File: src/rtl/adckp_pkg.sv
`timescale 1ns / 1ps

package adckp_pkg;

    localparam int NUM_BUTTONS = 6;
    localparam int BTN_W       = 3;
    localparam int SAMPLE_W    = 8;
    localparam int FLAG_W      = 5;
    localparam int COUNT_W     = 3;
    localparam int CFG_W       = 6;

    typedef logic [FLAG_W-1:0]      flags_t;
    typedef logic [COUNT_W-1:0]     count_t;
    typedef logic [NUM_BUTTONS-1:0] bmask_t;

    // flag bit positions
    localparam int FLAG_LOCKED     = 0;
    localparam int FLAG_PRESSED    = 1;
    localparam int FLAG_RELEASED   = 2;
    localparam int FLAG_PRESS_EV   = 3;
    localparam int FLAG_RELEASE_EV = 4;

    localparam flags_t FLAGS_RESET = flags_t'(1 << FLAG_RELEASED);

    typedef enum logic [1:0] {
        FUNC_TICK  = 2'd0,
        FUNC_SET   = 2'd1,
        FUNC_CLEAR = 2'd2
    } func_t;

    typedef enum logic {
        CFG_SCAN_ENABLE = 1'b0,
        CFG_DEBOUNCE    = 1'b1
    } cfg_idx_t;

    localparam bmask_t SCAN_RESET  = '0;
    localparam count_t LIMIT_RESET = count_t'(6);

    // open windows; button 0 has no lower bound
    localparam logic [SAMPLE_W-1:0] WIN_LOW [NUM_BUTTONS] =
        '{8'd0, 8'd25, 8'd65, 8'd115, 8'd165, 8'd200};
    localparam logic [SAMPLE_W-1:0] WIN_HIGH [NUM_BUTTONS] =
        '{8'd25, 8'd65, 8'd115, 8'd160, 8'd195, 8'd220};

    function automatic logic win_hit(input int unsigned b, input logic [SAMPLE_W-1:0] s);
        logic hit;
        hit = (s < WIN_HIGH[b]) && ((b == 0) || (s > WIN_LOW[b]));
        return hit;
    endfunction

endpackage

File: src/rtl/adc_ladder_keypad_debouncer.sv
`timescale 1ns / 1ps

// channel  direction  handshake           payload
// in       sink       in_valid/in_stall   func, adc_sample, button, flag_mask
// out      source     out_valid/out_stall pressed_mask, released_mask,
//                                         press_event_mask, release_event_mask,
//                                         locked_mask
// cfg      sink       cfg_we              cfg_index, cfg_data
//
// One item per cycle sustained while out_stall does not hold the result register;
// each item passes the input register, then the flag and counter update and result register in one pass.
// in_stall rises only while the input register is full and the result register
// is held by out_stall.
// Reset clears all flags to released, counters to zero, scan mask to zero, limit to 6.

module adc_ladder_keypad_debouncer (
    input  logic                               clk,
    input  logic                               rst_n,
    input  logic                               in_valid,
    output logic                               in_stall,
    input  logic [1:0]                         func,
    input  logic [adckp_pkg::SAMPLE_W-1:0]     adc_sample,
    input  logic [adckp_pkg::BTN_W-1:0]        button,
    input  logic [adckp_pkg::FLAG_W-1:0]       flag_mask,
    output logic                               out_valid,
    input  logic                               out_stall,
    output logic [adckp_pkg::NUM_BUTTONS-1:0]  pressed_mask,
    output logic [adckp_pkg::NUM_BUTTONS-1:0]  released_mask,
    output logic [adckp_pkg::NUM_BUTTONS-1:0]  press_event_mask,
    output logic [adckp_pkg::NUM_BUTTONS-1:0]  release_event_mask,
    output logic [adckp_pkg::NUM_BUTTONS-1:0]  locked_mask,
    input  logic                               cfg_we,
    input  logic                               cfg_index,
    input  logic [adckp_pkg::CFG_W-1:0]        cfg_data
);

    localparam int NB = adckp_pkg::NUM_BUTTONS;

    adckp_pkg::bmask_t  scan_reg;
    adckp_pkg::count_t  limit_reg;

    logic                               s1_valid_reg;
    logic [1:0]                         func_reg;
    logic [adckp_pkg::SAMPLE_W-1:0]     sample_reg;
    logic [adckp_pkg::BTN_W-1:0]        button_reg;
    adckp_pkg::flags_t                  fmask_reg;

    adckp_pkg::flags_t  flags_reg  [NB];
    adckp_pkg::flags_t  flags_next [NB];
    adckp_pkg::count_t  count_reg  [NB];
    adckp_pkg::count_t  count_next [NB];

    logic               out_valid_reg;
    adckp_pkg::bmask_t  pm_reg, rm_reg, pe_reg, re_reg, lk_reg;
    adckp_pkg::bmask_t  pm_next, rm_next, pe_next, re_next, lk_next;
    adckp_pkg::bmask_t  pm_cur, rm_cur, pe_cur, re_cur, lk_cur;

    logic out_free;
    logic advance;
    logic in_accept;

    assign out_free  = !out_valid_reg || !out_stall;
    assign advance   = s1_valid_reg && out_free;
    assign in_stall  = s1_valid_reg && !out_free;
    assign in_accept = in_valid && !in_stall;

    // state update for the item in the input register
    always_comb
    begin
        adckp_pkg::flags_t f;
        logic              hit;
        f   = '0;
        hit = 1'b0;
        for (int b = 0; b < NB; b++)
        begin
            flags_next[b] = flags_reg[b];
            count_next[b] = count_reg[b];
        end
        case (func_reg)
            adckp_pkg::FUNC_TICK:
            begin
                for (int b = 0; b < NB; b++)
                begin
                    f   = flags_reg[b];
                    hit = adckp_pkg::win_hit(b, sample_reg);
                    if (scan_reg[b] && !f[adckp_pkg::FLAG_LOCKED])
                    begin
                        if (!hit)
                        begin
                            if (count_reg[b] != '0)
                                count_next[b] = count_reg[b] - 1'b1;
                            else if (f[adckp_pkg::FLAG_PRESSED])
                            begin
                                f[adckp_pkg::FLAG_RELEASE_EV] = 1'b1;
                                f[adckp_pkg::FLAG_RELEASED]   = 1'b1;
                                f[adckp_pkg::FLAG_PRESSED]    = 1'b0;
                            end
                        end
                        else
                        begin
                            if (count_reg[b] < limit_reg)
                                count_next[b] = count_reg[b] + 1'b1;
                            else if (f[adckp_pkg::FLAG_RELEASED])
                            begin
                                f[adckp_pkg::FLAG_PRESS_EV] = 1'b1;
                                f[adckp_pkg::FLAG_PRESSED]  = 1'b1;
                                f[adckp_pkg::FLAG_RELEASED] = 1'b0;
                            end
                        end
                    end
                    flags_next[b] = f;
                end
            end
            adckp_pkg::FUNC_SET:
            begin
                for (int b = 0; b < NB; b++)
                    if (button_reg == adckp_pkg::BTN_W'(b))
                        flags_next[b] = flags_reg[b] | fmask_reg;
            end
            adckp_pkg::FUNC_CLEAR:
            begin
                for (int b = 0; b < NB; b++)
                    if (button_reg == adckp_pkg::BTN_W'(b))
                        flags_next[b] = flags_reg[b] & ~fmask_reg;
            end
            default:
            begin
            end
        endcase
    end

    always_comb
    begin
        for (int b = 0; b < NB; b++)
        begin
            pm_next[b] = flags_next[b][adckp_pkg::FLAG_PRESSED];
            rm_next[b] = flags_next[b][adckp_pkg::FLAG_RELEASED];
            pe_next[b] = flags_next[b][adckp_pkg::FLAG_PRESS_EV];
            re_next[b] = flags_next[b][adckp_pkg::FLAG_RELEASE_EV];
            lk_next[b] = flags_next[b][adckp_pkg::FLAG_LOCKED];
            pm_cur[b]  = flags_reg[b][adckp_pkg::FLAG_PRESSED];
            rm_cur[b]  = flags_reg[b][adckp_pkg::FLAG_RELEASED];
            pe_cur[b]  = flags_reg[b][adckp_pkg::FLAG_PRESS_EV];
            re_cur[b]  = flags_reg[b][adckp_pkg::FLAG_RELEASE_EV];
            lk_cur[b]  = flags_reg[b][adckp_pkg::FLAG_LOCKED];
        end
    end

    // configuration
    always_ff @(posedge clk or negedge rst_n)
    begin
        if (!rst_n)
        begin
            scan_reg  <= adckp_pkg::SCAN_RESET;
            limit_reg <= adckp_pkg::LIMIT_RESET;
        end
        else if (cfg_we)
        begin
            unique case (cfg_index)
                adckp_pkg::CFG_SCAN_ENABLE: scan_reg  <= cfg_data[NB-1:0];
                adckp_pkg::CFG_DEBOUNCE:    limit_reg <= cfg_data[adckp_pkg::COUNT_W-1:0];
                default: ;
            endcase
        end
    end

    // input register
    always_ff @(posedge clk or negedge rst_n)
    begin
        if (!rst_n)
            s1_valid_reg <= 1'b0;
        else if (in_accept)
            s1_valid_reg <= 1'b1;
        else if (advance)
            s1_valid_reg <= 1'b0;
    end

    always_ff @(posedge clk)
    begin
        if (in_accept)
        begin
            func_reg   <= func;
            sample_reg <= adc_sample;
            button_reg <= button;
            fmask_reg  <= flag_mask;
        end
    end

    // button state
    always_ff @(posedge clk or negedge rst_n)
    begin
        if (!rst_n)
        begin
            for (int b = 0; b < NB; b++)
            begin
                flags_reg[b] <= adckp_pkg::FLAGS_RESET;
                count_reg[b] <= '0;
            end
        end
        else if (advance)
        begin
            for (int b = 0; b < NB; b++)
            begin
                flags_reg[b] <= flags_next[b];
                count_reg[b] <= count_next[b];
            end
        end
    end

    // result register
    always_ff @(posedge clk or negedge rst_n)
    begin
        if (!rst_n)
            out_valid_reg <= 1'b0;
        else if (advance)
            out_valid_reg <= 1'b1;
        else if (!out_stall)
            out_valid_reg <= 1'b0;
    end

    always_ff @(posedge clk)
    begin
        if (advance)
        begin
            pm_reg <= pm_next;
            rm_reg <= rm_next;
            pe_reg <= pe_next;
            re_reg <= re_next;
            lk_reg <= lk_next;
        end
    end

    assign out_valid          = out_valid_reg;
    assign pressed_mask       = pm_reg;
    assign released_mask      = rm_reg;
    assign press_event_mask   = pe_reg;
    assign release_event_mask = re_reg;
    assign locked_mask        = lk_reg;

`ifndef SYNTHESIS
    a_stall_needs_full: assert property (@(posedge clk) disable iff (!rst_n)
        in_stall |-> s1_valid_reg)
        else $error("in_stall with empty input register");

    a_advance_shows: assert property (@(posedge clk) disable iff (!rst_n)
        advance |=> out_valid)
        else $error("item advanced but no result shown");

    a_flags_hold: assert property (@(posedge clk) disable iff (!rst_n)
        !advance |=> ($stable(pm_cur) && $stable(rm_cur) && $stable(pe_cur)
                      && $stable(re_cur) && $stable(lk_cur)))
        else $error("button flags changed without an item");

    a_result_matches: assert property (@(posedge clk) disable iff (!rst_n)
        out_valid_reg |-> (pm_reg == pm_cur && rm_reg == rm_cur && pe_reg == pe_cur
                           && re_reg == re_cur && lk_reg == lk_cur))
        else $error("result differs from button flags");
`endif

endmodule

File: config.mk
export PLATFORM = sky130hd
export DESIGN_NAME = adc_ladder_keypad_debouncer
export DESIGN_NICKNAME = d
export VERILOG_FILES = /design/src/rtl/adckp_pkg.sv /design/src/rtl/adc_ladder_keypad_debouncer.sv
export SDC_FILE = /design/constraint.sdc
export NUM_CORES = 1
export LEC_CHECK = 0
export BUFFER_PORTS_ARGS = -buffer_cell sky130_fd_sc_hd__buf_2
export CAP_MARGIN = 10
export CORE_ASPECT_RATIO = 0.75
export CORE_MARGIN = 8
export CORE_UTILIZATION = 55
export CTS_CLUSTER_SIZE = 12
export DETAILED_ROUTE_END_ITERATION = 6
export PLACE_DENSITY = 0.75
export RECOVER_POWER = 25
export SETUP_SLACK_MARGIN = 0.1
export SLEW_MARGIN = 10
export SYNTH_ARGS = -nofsm -noshare
export SYNTH_HDL_FRONTEND = slang
export SYNTH_SLANG_ARGS = --single-unit
File: constraint.sdc
create_clock -name clk -period 2.9 [get_ports clk]
set_input_delay 0.29 -clock clk [delete_from_list [all_inputs] [get_ports clk]]
set_output_delay 0.29 -clock clk [all_outputs]
set_load 0.02 [all_outputs]
---- Word level (Yosys, flattened, before mapping) ----
Cells that the tools add are included.
Widths: inputs -> output; s select.
storage, ports and cells
  bits of input ports ..................... 30
  flip-flop bits (word level) ............. 107
  output and inout port bits .............. 32
  logic and storage cells ................. 225
cells by class
  reduce and logical (&&, ||, !) cells .... 48
  add/sub/neg operators ................... 12
  mux-type cells .......................... 95
  equal/unequal tests ..................... 14
  magnitude comparators ................... 17
  bitwise gates (word level) .............. 14
operator list
  kind                 count
  $mux 3               30
  $pmux 30 s3          1
  $mux 5               12
  $mux 2               18
  $and 5x5->5          6
  $or 5x5->5           6
  $reduce_and 5->1     6
  $mux 1               28
  $lt 8x8->1 const B   3
  $mux 4               6
  $add 3x1->3 const B  6
  $lt 3x3->1           6
  $reduce_bool 3->1    6
  $sub 3x1->3 const B  6
  $gt 8x7->1 const B   2
  $gt 8x8->1 const B   2
  $lt 8x7->1 const B   2
  $logic_and 1x1->1    14
  $ne 2x1->1 const B   7
  $reduce_bool 2->1    7
  $logic_not 1->1      10
  $gt 8x5->1 const B   1
  $lt 8x5->1 const B   1
  $eq 3x2->1 const B   2
  other kinds (10)     12

---- Depth between registers and ports, before layout ----
Gate-level depths: netlist of run 1.
  word-level depth ........................ 7
  depth in mapped cells ................... 10
  gate-level depth less buffers ........... 9

---- Least setup slack after synthesis of run 1 ----
No wires, ideal clock.
  path type ............................... register to register
  from .................................... reg sample_reg[2] in the netlist's numbering
  to ...................................... reg count_reg[14] in the netlist's numbering
  data required time ...................... 2776 ps
  clock period less this slack ............ 2666 ps
  cell stages (with the launch flop) ...... 10
  arrival ................................. 2542 ps
  path buffers ............................ 0
  setup time .............................. 124 ps
  path slack .............................. 234 ps
  cell sequence ........................... edfxtp_1 o311ai_0 a21oi_1 and3_1 xnor2_1 ha_1 or3_1 a31oi_1 o21ai_0 xnor2_1
between the ends
  longest elaborated chain between the ends .. 4
  elaborated cells between the ends (all ways) .. 7
  those cells by class .................... order compare: 2; eq/ne: 1; mux: 1; reduce/logical: 3
ends and longest elaborated chain
  item                                                              line                                text
  start, declared                                                   adc_ladder_keypad_debouncer.sv:44   logic [adckp_pkg::SAMPLE_W-1:0] sample_reg;
  start signal, assigned                                            adc_ladder_keypad_debouncer.sv:183  sample_reg <= adc_sample;
  $lt 8x7->1 or $gt 8x5->1 (tied branches)                          adckp_pkg.sv:47                     hit = (s < WIN_HIGH[b]) && ((b == 0) || (s > WIN_LOW[b]));
  $logic_and 1x1->1 (*)                                             adckp_pkg.sv:47
  $ne 2x1->1 (no source line) or $reduce_bool 2->1 (tied branches)  --
  $reduce_and 5->1 (no source line)                                 --
  end signal, assigned by index                                     adc_ladder_keypad_debouncer.sv:205  count_reg[b] <= count_next[b];
  end, declared                                                     adc_ladder_keypad_debouncer.sv:50   adckp_pkg::count_t count_reg [NB];
Mark *: on every way between the ends. The rest lies on a longest branch, timed or not.
A chain may end at the register's enable or synchronous reset.

---- Worst setup path after layout of run 1 ----
  from .................................... reg sample_reg[5] in the netlist's numbering
  to ...................................... reg count_reg[2] in the netlist's numbering
between the ends
  longest elaborated chain between the ends .. 4
  elaborated cells between the ends (all ways) .. 7
  those cells by class .................... order compare: 2; eq/ne: 1; mux: 1; reduce/logical: 3
ends and longest elaborated chain
  item                                                              line
  $lt 8x8->1 or $gt 8x8->1 (tied branches)                          adckp_pkg.sv:47
  $logic_and 1x1->1 (*)                                             adckp_pkg.sv:47
  $ne 2x1->1 (no source line) or $reduce_bool 2->1 (tied branches)  --
  $reduce_and 5->1 (no source line)                                 --
Marks and branches as above.

==> impl.org, run 1 <==
** Status
- Outcome :: finished, violations left
- Violated checks :: max-capacitance violations, max-slew violations

** Clocking
- Bufs on Longest Clock Path :: 2
- In this run the number of H-tree levels came out at 3.
- Number of cells upsized or downsized after cts :: 0
- Buffers inserted to repair hold after CTS numbered 0.
- Clock tree synthesis found a total of 107 sinks.
- In this run the clock root is driven by a sky130_fd_sc_hd__clkbuf_16.
- After clock tree synthesis, the clock-pin slew on the worst setup and hold paths is about 0.08 ns.
- TritonCTS clock tree :: built
- Post-CTS setup-driven buffer insertion count :: 0
- In this run, CTS created clock tree buffers numbering 9.
- Clock insertion delay at the later pin of the skew report :: 0.35 ns

** Route
- Vias :: 5639
- After detailed routing, the number of remaining DRC violations is 0.
- The first TritonRoute pass finished after 5 iterations.
- Iteration-0 DRC Markers :: between 500 and 600
- The detail route stage leaves a number of antenna-violating nets equal to 0.
- Routed via count divided by cell count :: 6.580
- The routed design has 16.98 mm of wire.
- Dividing the detail-routed wire length by the instance count gives 19.81 um.

** Power
- Post-layout power :: 4.780 mW
- VDD sags by at most 0.4948 mV.
- Power per cell area :: 675.5 nW/um^2
- Cell leakage power :: approximately 2.8 nW

** Cells and area
- The library cell used most frequently in the layout, excluding fill and tap cells, is sky130_fd_sc_hd__a21oi_1.
- Top library cells by usage in the layout, fill and taps aside :: sky130_fd_sc_hd__a21oi_1, sky130_fd_sc_hd__buf_2, sky130_fd_sc_hd__nor2_1, sky130_fd_sc_hd__nand2_1, sky130_fd_sc_hd__dfrtp_1
- After the last flow step, the layout net total stands at 760.
- The register with the most flip-flops in the layout has 30 of them.
- After filler insertion, the fill cell instance count of the layout stands at 891.
- Area overhead of the layout relative to synthesis :: 12.56%
- Fraction of layout cells with a size suffix above 1 :: 18.97%
- In the final layout, flip-flops and latches occupy 2928 sq um.
- The repair_antennas step left the layout with diodes totalling 0.
- Area of the multi-input gates :: approximately 3200 sq um

** Die
- Core outline area :: 11020 sq um
- Number of ports placed on the die boundary :: 62
- The floorplan step set the die height to 108.6 um.
- Die outline area :: 15140 sq um
- Std cell rows :: 33
- In this run the horizontal extent of the chip is 139.5 um.
- Once the floorplan was initialized, standard cells occupied 57.03% of the core.

** Job
- Across the run, the number of max-cap violations was 1.

** Synthesis
- During synthesis, Yosys emitted a total of 0 warnings.
- In this run, synthesis produced a sequential element count of 107.
- The synthesized netlist occupies a cell area of 6287 sq um.
- Synth Flop Type :: sky130_fd_sc_hd__dfrtp_1
- Async SR Flop Fraction :: 55.14%
- Portion of the post-synthesis area used by sequential elements :: 46.57%
- In this run, synthesis inferred 48 flip-flops with an integrated enable.
- Counting every net in the synthesized netlist gives 702.
- The average instance in the mapped netlist occupies 9.614 sq um.
- Instance count of the mapped netlist :: 654
- After synthesis, the netlist uses 78 different library cells.

** Timing
- In the finished design, the share of the clock period the worst path needs comes to between 80 and 90%.
- Setup repair after global routing left no endpoint under its margin.
- Number of pins with negative max-slew slack in the final report :: 32
- Hold violation total from the final report :: 0
- Setup violations remaining at the end of the flow were counted as 0.
- Fmax :: between 300 and 400 MHz
- Min Clock Period, post-route :: 2.550 ns
- Setup TNS :: 0 ns
- Transition time of the tightest slew-check pin :: 1.956 ns
- Headroom to the max-slew limit came out at -30.42%.
- Final setup skew :: roughly 0.0090 ns

** Global route
- Via count of the first global-routing pass :: 5455
- The number of antenna violations at the first check in global routing was 0.
- Across every metal layer, demand over resource in global routing totals 22.74%.
- First-pass GRT wire length :: 27.48 mm
- Entering global routing, the biggest net connects 42 pins.
- After global routing the overflow that remains totals 0.

** Critical path
- Endpoint arrival time on the critical path :: 2.82 ns
- Class of the most critical setup path :: register to register
- Along the worst path, the maximum fanout reaches 9.
- Setup slack on the worst reg-to-reg path comes out at 0.35 ns.
- The endpoint identified for the worst register-to-register timing path is count_reg[2]$_DFFE_PN0P_.
- For the worst setup path, the data required time is roughly 3.2 ns.
- Logic depth of the worst register-to-register path :: 8
- R2R Path Start :: sample_reg[5]$_DFFE_PP_
- STA classifies the critical path endpoint as a register.
- The worst setup path is launched from a register.

** Hold path
- The tightest min-delay check is of the input port to register type.
- The startpoint identified for the worst hold timing path is flag_mask[3].
- Counting instances, the worst hold path has a depth of 1.
- The path with the worst hold slack has its endpoint at fmask_reg[3]$_DFFE_PP_.

** Place
- Half-perimeter wire length after placement :: 12.23 mm
- At the end of routability-driven placement, the weighted congestion stood at 0.9270.
- Input/output buffers :: 61
## synthesized netlist by cell type (8+ instances only)
cell	number	share of area [%]
sky130_fd_sc_hd__a21oi_1	64	5.1
sky130_fd_sc_hd__nor2_1	58	3.5
sky130_fd_sc_hd__nand2_1	53	3.2
sky130_fd_sc_hd__dfrtp_1	51	20
sky130_fd_sc_hd__edfxtp_1	48	23
sky130_fd_sc_hd__o21ai_0	32	2.5
sky130_fd_sc_hd__clkbuf_1	29	1.7
sky130_fd_sc_hd__nand3_1	29	2.3
sky130_fd_sc_hd__nor3_1	26	2.1
sky130_fd_sc_hd__ha_1	16	3.2
sky130_fd_sc_hd__mux2_2	15	2.7
sky130_fd_sc_hd__a211oi_1	14	1.7
sky130_fd_sc_hd__nand2b_1	14	1.4
sky130_fd_sc_hd__inv_1	13	0.78
sky130_fd_sc_hd__a31oi_1	10	1.0
sky130_fd_sc_hd__nor2b_1	9	0.90
sky130_fd_sc_hd__and3_1	8	0.80
sky130_fd_sc_hd__dfstp_2	8	3.3
sky130_fd_sc_hd__o31ai_1	8	0.96
sky130_fd_sc_hd__o32ai_1	8	1.1
## critical path, cell delays in order (launching register included)
cell and delay (ns):
sky130_fd_sc_hd__edfxtp_1 0.42, sky130_fd_sc_hd__buf_4 0.19, sky130_fd_sc_hd__nand3b_1 0.21, sky130_fd_sc_hd__nor4_1 0.42
sky130_fd_sc_hd__xnor2_1 0.14, sky130_fd_sc_hd__ha_1 0.22, sky130_fd_sc_hd__or4_1 0.50, sky130_fd_sc_hd__a21boi_0 0.22
sky130_fd_sc_hd__xor2_1 0.16
## logic make-up after synthesis
| group | share of synthesized area, % |
|---|---|
| buf+inv | 3.323 |
| mux | 2.846 |
| xor+xnor | 1.393 |
| flops | 46.57 |
| compound gates | 21.91 |
| fa+ha+maj | 3.821 |
| simple gates | 20.14 |
## per-stage QoR
stage	utilization [%]	hold WS, ns	instance area (sq um)	instances	setup WS [ns]
floorplan	-	-0.005591	6287	654	0.2338
global placement	61.65	0.4244	6797	841	0.3611
detailed placement	61.65	0.4255	6797	841	0.3245
CTS	64.18	0.05830	7076	857	0.3145
global route	64.19	0.09004	7077	857	0.2108
finish	64.19	0.1058	7077	857	0.3500
## cell type report
type / instances / area share (%)
clock inverter: 6 / 0.7072
timing repair buffer: 84 / 6.860
multi-input combinational: 496 / 44.61
clock buffer: 10 / 3.236
tap: 140 / 2.475
sequential: 107 / 41.37
inverter: 14 / 0.7426
## worst max path at each step
stage	startpoint	endpoint	slack [ns]	depth (start not counted)
detailed placement	sample_reg[2]$_DFFE_PP_	count_reg[14]$_DFFE_PN0P_	0.32	9
global route	sample_reg[5]$_DFFE_PP_	pressed_mask[5]$_DFFE_PP_	0.21	6
CTS	sample_reg[2]$_DFFE_PP_	count_reg[14]$_DFFE_PN0P_	0.31	9
finish	sample_reg[5]$_DFFE_PP_	count_reg[2]$_DFFE_PN0P_	0.35	8
floorplan	sample_reg[2]$_DFFE_PP_	count_reg[14]$_DFFE_PN0P_	0.23	9
global placement	sample_reg[2]$_DFFE_PP_	count_reg[14]$_DFFE_PN0P_	0.36	9
## power by group
| group | total (mW) | internal, mW | switching, mW |
|---|---|---|---|
| clock network | 1.17 | 0.593 | 0.577 |
| logic | 1.43 | 0.613 | 0.821 |
| registers | 2.18 | 1.87 | 0.304 |
## metal layers
metal  wire (um)  part of all wire, %  GRT usage (%)
met4         243                  1.4          6.011
met3        1569                  9.2          6.470
met2        7980                   47          37.52
met1        7184                   42          29.10
met5           0                    0              0
(Power assumes the default switching activity.)
==> run 2, diff against run 1 <==
--- a/config.mk
+++ b/config.mk
@@ -14,6 +14,7 @@
 export DETAILED_ROUTE_END_ITERATION = 6
 export PLACE_DENSITY = 0.75
 export RECOVER_POWER = 25
+export REMOVE_ABC_BUFFERS = 1
 export SETUP_SLACK_MARGIN = 0.1
 export SLEW_MARGIN = 10
 export SYNTH_ARGS = -nofsm -noshare
==> impl.org, run 2 (same netlist as run 1, synthesis figures left out) <==
** Status
- The flow ran to the end, but the final reports show violations.
- Violated checks :: max-capacitance violations, max-slew violations

** Die
- Width of the die :: 139.5 um (unchanged)
- Core outline area :: 11020 sq um (unchanged)
- The starting utilization of the core area is 57.03% (unchanged).
- Std cell rows :: 33 (unchanged)
- The count of boundary I/O pins was 62 (unchanged).
- Die outline area :: 15140 sq um (unchanged)
- The die boundary height is 108.6 um (unchanged).

** Clocking
- The tree is rooted in a sky130_fd_sc_hd__clkbuf_16.
- TritonCTS clock tree :: built
- The number of buffers created by CTS was 9 (unchanged).
- H-tree level count :: 3 (unchanged)
- The latest clock arrival within the worst-skew pair is 0.36 ns (about the same).
- The maximum clock insertion buffer count was 2 (unchanged).
- Clock transition at the registers of the reported paths :: 0.08 ns (about the same)
- Clock sink count :: 107 (unchanged)
- The hold-fix buffer count after cts came to 0 (unchanged).

** Critical path
- The delay of the slowest critical-path stage is 0.71 ns (+0.21 ns).
- The worst path buffer plus inverter count is 1 (unchanged).
- Critical Path Sink Type :: register
- Endpoint arrival time on the critical path :: 2.87 ns (+0.05 ns)
- The slowest stage of the critical path belongs to the cell sky130_fd_sc_hd__nor4b_1.
- The maximum fanout encountered on the critical timing path is 9 (unchanged).
- The cell family contributing the most delay on the critical path is simple AND/OR/NAND/NOR gates.
- The worst setup path is launched from a register.
- The logic depth of the worst setup path including buffers was 6 (-2).
- The required time reported for the critical path endpoint was 3.11 ns (-0.06 ns).
- Logic depth of the worst register-to-register path :: 6 (-2)
- The signal on the critical path passes through buf_4 -> nand3b_1 -> or4_1 -> nor4b_1 -> o21ai_0 -> a21oi_1.
- Class of the most critical setup path :: register to register

** Timing
- Headroom to the max-slew limit :: -8.040% (+22 points)
- The number of setup violations in the final report is 0 (unchanged).
- The number of slew-limit violations in the final report was 60 (+88%).
- The maximum frequency from static timing analysis is 375.9 MHz (-4.1%).
- The slew at the pin closest to its max-slew limit is 1.621 ns (-0.3357 ns).
- The minimum setup slack in the final design was 0.2397 ns (-0.1103 ns).
- The setup skew after layout came to 0.01477 ns (+0.005779 ns).
- The time the final worst path needs with I/O delays and setup was 2.660 ns (+0.1103 ns).
- Unrepaired setup endpoints after global routing :: no
- Hold violation total from the final report :: 0 (unchanged)
- Final period utilization :: 91.73% (+3.8 points)

** Global route
- The met1 global-route usage came to 30.32% (+1.2 points).
- Maximum number of pins on one net before global-route repair :: 68 (+62%)
- GR Util met3 :: 5.150% (-1.3 points)
- Via count of the first global-routing pass :: 5442 (-0.24%)
- First-pass GRT wire length :: 27.46 mm (about the same)
- Final global-route overflow total :: 0 (unchanged)
- Aggregate global-route resource usage :: 22.47% (-0.27 points)
- The global routing stage identified its most utilized layer as met2.
- Antenna violations before repair :: 0 (unchanged)
- Fraction of met2 tracks used by global routing :: 35.53% (-2.0 points)

** Route
- First-pass detailed-route iteration total :: 6 (+1)
- The total DRC errors in the routed layout came to 0 (unchanged).
- The total via count in the routed design was 5642 (+0.053%).
- The average vias per placed instance is 6.591 (+0.17%).
- Drt total wl :: 17.09 mm (+0.67%)
- Antenna-violating nets left :: 0 (unchanged)
- The average wire length per cell after detail routing is 19.97 um (+0.79%).
- The DRC marker count from the first detailed-route iteration came to 769 (+36%).

** Power
- Cell leakage power :: 2.816 nW (+0.23%)
- The power density of the placed cells is 681.7 nW/um^2 (+0.93%).
- The worst vdd rail ir drop is 0.3209 mV (-35%).
- Post-layout power :: 4.832 mW (+1.1%)

** Cells and area
- Fraction of layout cells with a size suffix above 1 :: 19.13% (+0.17 points)
- Diode count :: 0 (unchanged)
- The number of nets in the layout is 759 (-0.13%).
- Number of inserted filler cells in the final layout :: 870 (-2.4%)
- Final design utilization :: 64.29% (+0.10 points)
- The flip-flop count of the largest register after layout came to 30 (unchanged).
- Leaving out fill and tap cells, the most frequent cell in the layout is sky130_fd_sc_hd__a21oi_1.
- Area overhead of the layout relative to synthesis :: 12.74%
- The top cell types in the final layout, fill and taps aside, are sky130_fd_sc_hd__a21oi_1, sky130_fd_sc_hd__buf_2, sky130_fd_sc_hd__nor2_1, sky130_fd_sc_hd__nand2_1, sky130_fd_sc_hd__dfrtp_1.

** Place
- Input/output buffers :: 61 (unchanged)
- The placed wire-length estimate after detailed placement came to 12.01 mm (-1.8%).
- The worst setup slack before clock tree synthesis was 0.3342 ns (+0.009723 ns).
- Gpl congestion :: 0.8959 (-3.4%)

** Hold path
- Tightest Hold Check Type :: input port to register
- Hold Crit Depth :: 1 (unchanged)

** Job
- Number of max-cap violations :: 1 (unchanged)
==> run 2: cell count changes in the layout (fill, tap and decap cells not counted), sizes merged <==
cell,before,now
clkbuf,12,11
clkinv,6,4
inv,14,16
==> run 2: worst paths after layout <==
| path | start | to | slack [ns] |
|---|---|---|---|
| worst min register to register | s1_valid_reg$_DFFE_PN0P_ | out_valid$_DFFE_PN0P_ | 0.50 |
| max in group asynchronous | rst_n | count_reg[5]$_DFFE_PN0P_ | 1.51 |
| worst min-delay path | flag_mask[0] | fmask_reg[0]$_DFFE_PP_ | 0.1 |
| worst max register to register | sample_reg[5]$_DFFE_PP_ | pressed_mask[5]$_DFFE_PP_ | 0.24 |
| min in group asynchronous | rst_n | count_reg[9]$_DFFE_PN0P_ | 0.42 |
| worst max-delay path | sample_reg[5]$_DFFE_PP_ | pressed_mask[5]$_DFFE_PP_ | 0.24 |
==> run 2: final cells by class <==
| cell class | count | area (sq um) | area share (%) |
|---|---|---|---|
| multi-input cells | 496 | 3163 | 44.62 |
| clock inverters | 6 | 60.06 | 0.8473 |
| repair buffers | 83 | 480.5 | 6.778 |
| well taps | 140 | 175.2 | 2.471 |
| inverters | 14 | 52.55 | 0.7414 |
| flip-flops and latches | 107 | 2928 | 41.31 |
| clock buffers | 10 | 229.0 | 3.230 |
==> run 2: stage by stage <==
| step | instances | hold WS, ns | TNS (ns) | instance area [sq um] |
|---|---|---|---|---|
| after floorplan | 617 | -0.005591 | -0.09274 | 6131 |
| after global placement | 840 | 0.4526 | 0 | 6789 |
| after detailed placement | 840 | 0.4681 | 0 | 6789 |
| after CTS | 856 | 0.09750 | 0 | 7078 |
| after global routing | 856 | 0.09012 | 0 | 7088 |
| final | 856 | 0.09666 | 0 | 7088 |
==> run 2: repair_timing <==
item / CTS / global route
buffers inserted: 0 / 0
gates resized for setup: 0 / 2
endpoints found under the setup margin: 0 / 2
==> run 2: power by group <==
part | internal [mW] | switching (mW) | total, mW
registers | 1.87 | 0.311 | 2.18
logic | 0.612 | 0.823 | 1.44
clock network | 0.606 | 0.610 | 1.22
==> run 2: per-layer routing <==
layer / vias up / share of wire, %
met5: - / 0
met4: 0 / 1.9
met3: 39 / 8.7
met2: 289 / 45
met1: 2716 / 45
li1: 2598 / -
==> run 3, diff against run 2 <==
--- a/config.mk
+++ b/config.mk
@@ -12,7 +12,7 @@
 export CORE_UTILIZATION = 55
 export CTS_CLUSTER_SIZE = 12
 export DETAILED_ROUTE_END_ITERATION = 6
-export PLACE_DENSITY = 0.75
+export PLACE_DENSITY = 0.83
 export RECOVER_POWER = 25
 export REMOVE_ABC_BUFFERS = 1
 export SETUP_SLACK_MARGIN = 0.1
==> impl.org, run 3 (same netlist as run 1, synthesis figures left out) <==
** Status
- The run finished, with violations left.
- Violated checks :: max-capacitance violations, max-slew violations

** Die
- Std cell rows :: 33 (unchanged)
- The die footprint came to 15140 sq um (unchanged).
- The horizontal die dimension is 139.5 um (unchanged).
- Vertical die dimension :: 108.6 um (unchanged)
- Initial Utilization :: 57.03% (unchanged)
- Number of ports placed on the die boundary :: 62 (unchanged)
- The area of the core region was 11020 sq um (unchanged).

** Hold path
- Hold Crit Endpoint :: func_reg[0]$_DFFE_PP_
- The cell count of the worst hold path is 1 (unchanged).
- In this run the most critical hold path is launched from func[0].
- Tightest Hold Check Type :: input port to register

** Critical path
- Reg2Reg Capture Point :: count_reg[14]$_DFFE_PN0P_
- For this design, the slowest cell found on the critical path is sky130_fd_sc_hd__edfxtp_1.
- Critical Path Sink Type :: register
- Dominant delay contributor by cell family on the critical path :: simple AND/OR/NAND/NOR gates
- Largest incremental delay on the critical path :: 0.48 ns (-0.23 ns)
- The data arrival time at the worst-slack endpoint is 2.90 ns (+0.03 ns).
- Chain of cells forming the critical path :: nor4b_1 -> o21ai_0 -> and3_1 -> xnor2_1 -> ha_1 -> or3_1 -> a31oi_1 -> o21ai_0 -> xnor2_1
- The worst reg-to-reg setup slack came to 0.24 ns (about the same).
- The startpoint identified for the worst register-to-register timing path is sample_reg[2]$_DFFE_PP_.
- The maximum fanout encountered on the critical timing path is 8 (-1).
- By startpoint and endpoint, the worst setup path is classified as register to register.
- The worst path buffer plus inverter count was 0 (-1).
- Startpoint type of the worst setup path :: register
- The number of cells traversed by the worst register-to-register path was 9 (+3).
- The required time reported for the critical path endpoint was 3.14 ns (+0.03 ns).

** Global route
- Final global-route overflow total :: 0 (unchanged)
- Maximum number of pins on one net before global-route repair :: 60 (-12%)
- Aggregate global-route resource usage :: 22.46% (about the same)
- Via count of the first global-routing pass :: 5464 (+0.40%)
- The wire length of the first global-routing pass came to 27.39 mm (-0.25%).
- Antenna violations before repair :: 0 (unchanged)

** Power
- Post-layout power :: 4.827 mW (-0.11%)
- The leakage power was 2.819 nW (+0.10%).
- Max IR drop VDD :: 0.4026 mV (+25%)
- Power per cell area :: 680.4 nW/um^2 (-0.20%)
- The switching power summed over all nets came to 1.695 mW (-2.8%).
- The part of the power in combinational logic came to 29.6% (about the same).
- The clock network power share is 25.2% (about the same).
- Internal Power :: 3.132 mW (+1.4%)
- The net switching fraction of the power is 35.12% (-0.98 points).
- The part of the power in registers was 45.2% (about the same).

** Place
- Worst slack after detailed placement :: 0.3115 ns (-0.02266 ns)
- Input/output buffers :: 61 (unchanged)
- The weighted congestion reported at the end of routability-driven placement is 0.9333 (+4.2%).
- The placed standard-cell area is 6789 sq um (unchanged).
- The placed wire-length estimate after detailed placement came to 12.03 mm (+0.21%).

** Cells and area
- Diode count :: 0 (unchanged)
- Number of inserted filler cells in the final layout :: 903 (+3.8%)
- The library cell used most frequently in the layout, excluding fill and tap cells, is sky130_fd_sc_hd__a21oi_1.
- Number of nets in the final layout :: 759 (unchanged)
- Flip-flop count of the largest register after layout :: 30 (unchanged)
- Final design area excluding fillers :: 7094 sq um (about the same)
- The share of the core filled with cells was 64.35% (about the same).
- The area of the multi-input gates came to 3162 sq um (about the same).
- Top library cells by usage in the layout, fill and taps aside :: sky130_fd_sc_hd__a21oi_1, sky130_fd_sc_hd__buf_2, sky130_fd_sc_hd__nor2_1, sky130_fd_sc_hd__nand2_1, sky130_fd_sc_hd__dfrtp_1
- Area overhead of the layout relative to synthesis :: 12.84% (about the same)
- The register cell area after layout came to 2928 sq um (unchanged).
- The share of final-layout standard cells stronger than drive strength 1 was 18.99% (-0.14 points).

** Route
- Antenna-violating nets left :: 0 (unchanged)
- Drt total wl :: 16.69 mm (-2.3%)
- The average wire length per cell after detail routing was 19.50 um (-2.3%).
- The total via count in the routed design was 5710 (+1.2%).
- The DRC marker count from the first detailed-route iteration came to 629 (-18%).
- The total DRC errors in the routed layout is 0 (unchanged).
- The average vias per placed instance was 6.671 (+1.2%).
- The number of optimization iterations in the first detailed-route pass came to 6 (unchanged).

** Timing
- The time the final worst path needs with I/O delays and setup is 2.659 ns (-0.0008120 ns).
- The headroom to the max-slew limit came to -8.426% (-0.39 points).
- The maximum frequency from static timing analysis came to 376.0 MHz (about the same).
- Unrepaired setup endpoints after global routing :: no
- The slew at the pin closest to its max-slew limit came to 1.626 ns (+0.005782 ns).
- Setup TNS :: 0 ns (unchanged)
- The hold violation total from the final report is 0 (unchanged).
- Number of setup violations in the final report :: 0 (unchanged)
- Final setup skew :: 0.01044 ns (-0.004335 ns)
- Final WS setup :: 0.2405 ns (+0.0008120 ns)
- The post-route clock period utilization came to 91.71% (about the same).
- The number of slew-limit violations in the final report came to 60 (unchanged).

** Clocking
- The number of buffers created by CTS came to 9 (unchanged).
- Bufs on Longest Clock Path :: 2 (unchanged)
- H-tree level count :: 3 (unchanged)
- Clock insertion delay at the later pin of the skew report :: 0.36 ns (about the same)
- TritonCTS built the clock tree.
- The number of clock sinks seen by CTS was 107 (unchanged).
- CTS placed an instance of sky130_fd_sc_hd__clkbuf_16 at the clock tree root.
- The post-CTS clock slew at the launch and capture registers of the worst setup and hold paths is 0.07 ns (about the same).
- Number of cells upsized or downsized after cts :: 0 (unchanged)
- The hold-fix buffer count after cts was 0 (unchanged).
- Post-CTS setup-driven buffer insertion count :: 0 (unchanged)

** Job
- Number of max-cap violations :: 1 (unchanged)
## run 3: worst max path at each step
stage / from / endpoint / depth (start not counted)
after floorplan: func_reg[0]$_DFFE_PP_ / release_event_mask[4]$_DFFE_PP_ / 5
after detailed placement: sample_reg[2]$_DFFE_PP_ / count_reg[14]$_DFFE_PN0P_ / 9
after CTS: sample_reg[2]$_DFFE_PP_ / count_reg[14]$_DFFE_PN0P_ / 9
after global routing: sample_reg[2]$_DFFE_PP_ / count_reg[14]$_DFFE_PN0P_ / 9
after global placement: sample_reg[2]$_DFFE_PP_ / count_reg[14]$_DFFE_PN0P_ / 9
final: sample_reg[2]$_DFFE_PP_ / count_reg[14]$_DFFE_PN0P_ / 9
## run 3: stage by stage
step / hold slack, ns / std cells
2_1_floorplan: -0.005591 / 617
3_3_place_gp: 0.4526 / 840
3_5_place_dp: 0.4683 / 840
4_1_cts: 0.09916 / 856
5_1_grt: 0.09093 / 856
6_report: 0.1039 / 856
## run 3: power by group through the flow
stage	clock (mW)	sequential (mW)	combinational, mW
floorplan	0	2.19	0.933
global placement	0	2.18	1.32
detailed placement	0	2.20	1.40
CTS	1.23	2.17	1.41
global route	1.29	2.22	1.59
finish	1.22	2.18	1.43
## run 3: routing by layer
layer	share of wire, %	vias to the layer above	routed length (um)	track usage (%)
met1	42	2759	7075	29.63
met2	46	311	7681	36.12
met4	2.0	0	330	8.353
met3	9.6	38	1607	4.798
li1	-	2602	-	-
met5	0	-	0	0
## run 3: worst register-to-register path: cells and delay by family (launching register included)
kind | cells | cell delay, ns
xor+xnor | 2 | 0.28
compound gates | 3 | 0.53
simple gates | 3 | 1.05
flops | 1 | 0.48
fa+ha+maj | 1 | 0.19
## run 3: final cells by class
class | instances | share of cell area (%)
Clock buffer | 11 | 3.580
Sequential cell | 107 | 41.27
Tap cell | 140 | 2.469
Clock inverter | 5 | 0.5996
Timing Repair Buffer | 83 | 6.772
Inverter | 14 | 0.7407
Multi-Input combinational cell | 496 | 44.57
